### config.mk
export PLATFORM = sky130hd
export DESIGN_NAME = ocp_ctrl
export DESIGN_NICKNAME = d
export VERILOG_FILES = /design/src/rtl/ocp_pkg.sv /design/src/rtl/ocp_ctrl.sv
export SDC_FILE = /design/constraint.sdc
export NUM_CORES = 1
export LEC_CHECK = 0
export ABC_AREA = 1
export BUFFER_PORTS_ARGS = -buffer_cell sky130_fd_sc_hd__buf_4
export CAP_MARGIN = 20
export CORE_MARGIN = 5
export CORE_UTILIZATION = 47
export CTS_BUF_LIST = sky130_fd_sc_hd__clkbuf_4 sky130_fd_sc_hd__clkbuf_8 sky130_fd_sc_hd__clkbuf_16
export DETAILED_ROUTE_END_ITERATION = 8
export PLACE_DENSITY = 0.85
export SLEW_MARGIN = 20
export SYNTH_ARGS = -nofsm -noshare
export SYNTH_HDL_FRONTEND = slang
export SYNTH_SLANG_ARGS = --single-unit
### constraint.sdc
create_clock -name clk -period 1.3 [get_ports clk]
set_input_delay 0.39 -clock clk [delete_from_list [all_inputs] [get_ports clk]]
set_output_delay 0.39 -clock clk [all_outputs]
set_load 0.03 [all_outputs]
### src/rtl/ocp_pkg.sv
// Package of the orbital coefficient projection block: constants, codes and
// the command and status types between controller and datapath. No dependencies.
`default_nettype none

package ocp_pkg;

	localparam int unsigned OCP_SOURCE_MAX = 256;
	localparam int unsigned OCP_TARGET_MAX = 64;
	localparam int unsigned OCP_COMPONENTS = 5;

	localparam int unsigned LANES      = 5;
	localparam int unsigned DATA_W     = 32;
	localparam int unsigned ACC_W      = 48;
	localparam int unsigned FRAC_W     = 24;
	localparam int unsigned PROD_W     = 2 * DATA_W;
	localparam int unsigned SRC_IDX_W  = 8;
	localparam int unsigned TGT_IDX_W  = 6;
	localparam int unsigned CFG_IDX_W  = 2;
	localparam int unsigned CFG_DATA_W = 9;
	localparam int unsigned SRC_CNT_W  = 9;
	localparam int unsigned TGT_CNT_W  = 7;

	localparam logic [SRC_CNT_W-1:0] SRC_CNT_RESET = 9'd256;
	localparam logic [TGT_CNT_W-1:0] TGT_CNT_RESET = 7'd64;

	localparam logic [DATA_W-1:0] DATA_POS_LIMIT = 32'h7FFF_FFFF;
	localparam logic [DATA_W-1:0] DATA_NEG_LIMIT = 32'h8000_0000;

	localparam logic FUNC_LOAD    = 1'b0;
	localparam logic FUNC_ELEMENT = 1'b1;

	typedef enum logic [CFG_IDX_W-1:0] {
		CFG_SOURCE_COUNT  = 2'd0,
		CFG_TARGET_COUNT  = 2'd1,
		CFG_GRADIENT_MODE = 2'd2
	} cfg_reg_t;

	typedef enum logic [2:0] {
		ST_IDLE,
		ST_ACCUM,
		ST_DRAIN,
		ST_EMIT_RD,
		ST_EMIT_LD
	} ocp_state_t;

	typedef struct packed {
		logic load;
		logic capture;
		logic issue;
		logic out_load;
		logic clear_rows;
	} ocp_cmd_t;

	typedef struct packed {
		logic src_ok;
		logic last_t;
		logic busy;
		logic out_free;
	} ocp_sts_t;

endpackage

`default_nettype wire

### src/rtl/ocp_ctrl.sv
// Controller of the projection block: sequences loads, the per-target
// accumulation sweep, pipeline drain and the result sweep. Uses ocp_pkg.
`default_nettype none

module ocp_ctrl import ocp_pkg::*; #(
	parameter int unsigned TARGET_MAX = OCP_TARGET_MAX,
	localparam int unsigned TGT_W = (TARGET_MAX > 1) ? $clog2(TARGET_MAX) : 1
) (
	input  wire logic             clk,
	input  wire logic             arst_n,
	input  wire logic             in_valid,
	input  wire logic             in_func,
	input  wire logic             in_point_end,
	output      logic             in_ready,
	output      logic [TGT_W-1:0] tgt,
	output      ocp_cmd_t         cmd,
	input  wire ocp_sts_t         sts
);

	ocp_state_t       state_q, state_d;
	logic [TGT_W-1:0] tgt_q, tgt_d;
	logic             pend_q, pend_d;

	always_ff @(posedge clk or negedge arst_n) begin
		if (!arst_n) begin
			state_q <= ST_IDLE;
			tgt_q   <= '0;
			pend_q  <= 1'b0;
		end else begin
			state_q <= state_d;
			tgt_q   <= tgt_d;
			pend_q  <= pend_d;
		end
	end

	always_comb begin
		state_d  = state_q;
		tgt_d    = tgt_q;
		pend_d   = pend_q;
		cmd      = '0;
		in_ready = 1'b0;
		case (state_q)
			ST_IDLE: begin
				in_ready = 1'b1;
				if (in_valid) begin
					if (in_func == FUNC_LOAD) begin
						cmd.load = 1'b1;
					end else begin
						cmd.capture = 1'b1;
						pend_d      = in_point_end;
						if (sts.src_ok) begin
							state_d = ST_ACCUM;
						end else if (in_point_end) begin
							state_d = ST_EMIT_RD;
						end
					end
				end
			end
			ST_ACCUM: begin
				cmd.issue = 1'b1;
				if (sts.last_t) begin
					tgt_d   = '0;
					state_d = ST_DRAIN;
				end else begin
					tgt_d = tgt_q + TGT_W'(1);
				end
			end
			ST_DRAIN: begin
				// The last accumulator write must land before any row is read again.
				if (!sts.busy) begin
					state_d = pend_q ? ST_EMIT_RD : ST_IDLE;
				end
			end
			ST_EMIT_RD: begin
				state_d = ST_EMIT_LD;
			end
			ST_EMIT_LD: begin
				if (sts.out_free) begin
					cmd.out_load = 1'b1;
					if (sts.last_t) begin
						cmd.clear_rows = 1'b1;
						tgt_d          = '0;
						state_d        = ST_IDLE;
					end else begin
						tgt_d   = tgt_q + TGT_W'(1);
						state_d = ST_EMIT_RD;
					end
				end
			end
			default: begin
				state_d = ST_IDLE;
			end
		endcase
	end

	assign tgt = tgt_q;

endmodule

`default_nettype wire

# Word-level counts from Yosys, hierarchy flattened
# Cells that the tools add are included.
[op_classes]
mux = 22
addsub = 1
reduce_logical = 5
eq_ne = 10
[ops]
columns = ["operator", "n"]
rows = [
  ["3-bit two-way mux", 7],
  ["3-bit one-hot mux with 5 select lines", 1],
  ["2-bit two-way mux", 6],
  ["6-bit two-way mux", 2],
  ["6-bit one-hot mux with 2 select lines", 1],
  ["2-bit inequality test, second input constant", 5],
  ["6-bit by 1-bit adder with 6-bit output, second input constant", 1],
  ["3-bit by 2-bit == test with 1-bit output, second input constant", 2],
  ["6-bit AND reduction", 1],
  ["1-bit two-way mux", 5],
  ["3-bit by 1-bit == test with 1-bit output, second input constant", 1],
  ["3-bit == test, second input constant", 1],
  ["3-bit zero test", 1],
  ["3-bit inequality test, second input constant", 1],
  ["3-bit AND reduction", 1],
  ["2-bit AND reduction", 1],
  ["2-bit nonzero test", 1],
]
[totals]
reg_bits = 10
output_inout_bits = 12
inputBits = 9

# Longest topological paths before layout
[depth]
depth_word = 5
ltp_mapped = 6

# Worst setup path before layout
# OpenSTA, ideal clock, no wires.
[synth_path]
path_type = "register -> output"
start = "register state_q[1]"
end = "output port cmd[4] (netlist name)"
n_path_buf = 0
stages_incl_launch_ff = 6
slack_ns = -0.504
arrival_ns = 1.414
t_required_ns = 0.910
path_cell_list = "dfrtp_1 -> nor2_4 -> nand2_1 -> inv_1 -> nand2_1 -> nor2_1"
[synth_lines]
columns = ["item", "line_no", "text"]
rows = [
  ["start: declaration", "ocp_ctrl.sv:20", "ocp_state_t state_q, state_d;"],
  ["start signal: assignment", "ocp_ctrl.sv:30", "state_q <= state_d;"],
  ["end: declaration", "ocp_ctrl.sv:16", "output ocp_cmd_t cmd,"],
]

==> results.py <==
metrics = {
    "worst_setup_path": {
        "path_class": "reg -> out",
        "crit_buf_inv": 1,
        "reg2reg_depth": 9,
        "path_max_fanout": 4,
        "timing.rr.end": "state_q[1]$_DFFE_PN0P_",
        "worst_path_most_repeated_cell": "nor2_4",
        "cp.required_ns": 0.91,
        "r2r_slack_ns": -0.06,
        "start_kind": "register",
        "cp_slowest_cell": "dfrtp_1",
        "critPathCaptureType": "output pin",
        "critPathTopFamily": "simple AND/OR/NAND/NOR gates",
        "arrival_ns": 1.30,
        "path_cells": "nor2_4 > nand3_2 > nor2_4 > buf_4",
        "cpPeakStageDelay_ns": 0.41,
        "r2r-start": "state_q[0]$_DFFE_PN0P_",
    },
    "logic_synthesis": {
        "syn_area_um2": 614,
        "ys_seq_area_frac": 0.407,
        "ys_types": 17,
        "synth-seq-cells": 10,
        "yosysTopAreaCell": "dfrtp_1",
        "syn_avg_cell_area_um2": 7.23,
        "synthCells": 85,
        "synth.top_cell.area_share": 0.407,
        "ys_warn_count": 0,
        "synth_fp_nets": 95,
        "synth_area_leaders": "dfrtp_1 41%, nand2_1 18%, nand3_1 9.8%",
    },
    "routing": {
        "vias": 737,
        "wire_per_inst_um": 13.1,
        "via_per_inst": 5.23,
        "wl_um": 1850,
        "drt_iter0_markers": 13,
        "drc": 0,
        "ant_nets": 0,
        "drt_first_pass_iters": 4,
    },
    "job": {
        "maxCapViolations": 0,
    },
    "floorplan": {
        "fp.coreArea_um2": 1270,
        "start_util": 0.484,
        "die_y_um": 46.2,
        "ios": 21,
        "placementRows": 13,
        "die_width_um": 46.2,
        "die_area_um2": 2130,
    },
    "power": {
        "pwr_density_cell_nw_per_um2": 2330,
        "p_leak_nw": 0.550,
        "finalPower_mw": 2.41,
        "ir_drop_uv": 1590,
    },
    "placed_design": {
        "dpl.hpwl_um": 1290,
        "post-place-ws_ns": -0.0965,
        "port_buffers": 20,
        "gp_congestion": 0.821,
    },
    "cts": {
        "htreeDepth": 1,
        "path_clk_slew_ns": 0.08,
        "cts-root-buf": "clkbuf_4",
        "clockBufferDepth": 2,
        "clk_latency_ns": 0.26,
        "cts_sinks": 10,
        "cts_tree": "done",
        "cts_buffers": 3,
    },
    "sta": {
        "clock_skew_ns": 0.0154,
        "slew_viol_final": 0,
        "setup_tns_ns": -2.17,
        "final_hold_viol_count": 0,
        "tightest_slew_ns": 0.163,
        "fin_crit_sh": 1.30,
        "setup_ws_ns": -0.390,
        "fin_crit_ns": 1.69,
        "slew_headroom": 0.890,
        "setup_viol": 15,
        "fmax_mhz": 592,
        "rsz0062_at_grt": "yes",
    },
    "outcome": {
        "violations": "negative setup slack",
        "status": "complete, but fails checks",
    },
    "worst_hold_path": {
        "hold_class": "in -> reg",
        "holdPathStages": 3,
        "hold_end": "pend_q$_DFFE_PN0P_",
        "hold_path_startpoint": "in_point_end",
    },
    "final_layout": {
        "postLayoutCoreUtil": 0.815,
        "num_antenna_cells": 0,
        "layout_commonest_cell": "buf_4",
        "nets": 137,
        "final_cell_mix": "29 x buf_4, 27 x nand2_1, 11 x nand3_1",
        "layout-drive-gt1-share": 0.476,
        "area_growth_syn_to_layout_pct": 68.2,
    },
    "grt": {
        "antenna_found_initial": 0,
        "grt_pass1_vias": 677,
        "grt_max_degree": 11,
        "grt_pass1_wl_um": 2710,
        "track_usage": 0.177,
        "grt-ovfl-total": 0,
    },
}
==> metrics by stage <==
stage | area [um^2] | hold slack (ns) | cells
global route | 1030 | 0.388 | 141
CTS | 988 | 0.359 | 139
detailed placement | 907 | 0.226 | 131
floorplan | 656 | 0.0944 | 85
global placement | 907 | 0.226 | 131
finish | 1030 | 0.385 | 141
==> power breakdown <==
group	switching, mW	leakage [nW]	internal (mW)
registers	0.124	0.128	0.428
logic	0.907	0.403	0.709
clock network	0.105	0.0184	0.139
==> cell type report <==
cell class                 count  area [um^2]
clock buffer                   4         30.0
fill                          91          235
inverter                       8         37.5
multi-input combinational     67          387
sequential                    10          254
tap                           15         18.8
timing repair buffer          37          307
==> worst min-delay path, stage by stage <==
cell and delay (ns):
buf_4 0.09, nand2_1 0.05, nand2_1 0.07
==> cell usage after synthesis <==
master and number:
o21ai_2 1, ha_1 1, nand2_1 30, nand4_1 4, inv_1 7, o21ai_0 1, nand3_2 1, nand2_4 1
dfrtp_1 10, xor2_1 2, nor2_2 1, a21oi_1 1, nand3_1 12, nor2_4 1, nor2_1 9, inv_2 1
nand3b_1 2
==> sequential cells by signal, indices dropped and copies added (netlist names) <==
signal   cells
state_q      3
tgt          6
pend_q       1
==> routing by layer <==
layer	routed length, um	track usage
met2	995	0.332
met4	62	0.0795
met3	105	0.0273
met5	0	0
met1	686	0.189
==> repair_timing <==
action / CTS / global route
hold buffers: 1 / 0
hold endpoints to repair: 10 / 0
setup endpoints to repair: 13 / 16
setup buffers: 3 / 2
resized for setup: 5 / 11
pin swaps: 1 / 4
==> logic make-up (layout without fill, tap and decap cells) <==
family	Yosys count	count (layout)	synth area share
buf+inv	8	49	0.0489
simple gates	61	61	0.464
flops	10	10	0.407
compound gates	3	3	0.0305
fa+ha+maj	1	1	0.0204
xor+xnor	2	2	0.0285
==> how the worst max path moves through the flow <==
stage | start | end | slack [ns] | cells after the start
2_1_floorplan | state_q[0]$_DFFE_PN0P_ | cmd[4] | -0.14 | 5
3_3_place_gp | state_q[0]$_DFFE_PN0P_ | cmd[4] | -0.08 | 6
3_5_place_dp | state_q[0]$_DFFE_PN0P_ | cmd[4] | -0.1 | 6
4_1_cts | state_q[1]$_DFFE_PN0P_ | cmd[4] | -0.37 | 6
5_1_grt | state_q[0]$_DFFE_PN0P_ | cmd[0] | -0.46 | 4
6_report | state_q[0]$_DFFE_PN0P_ | cmd[0] | -0.39 | 4
(Power assumes the default switching activity.)
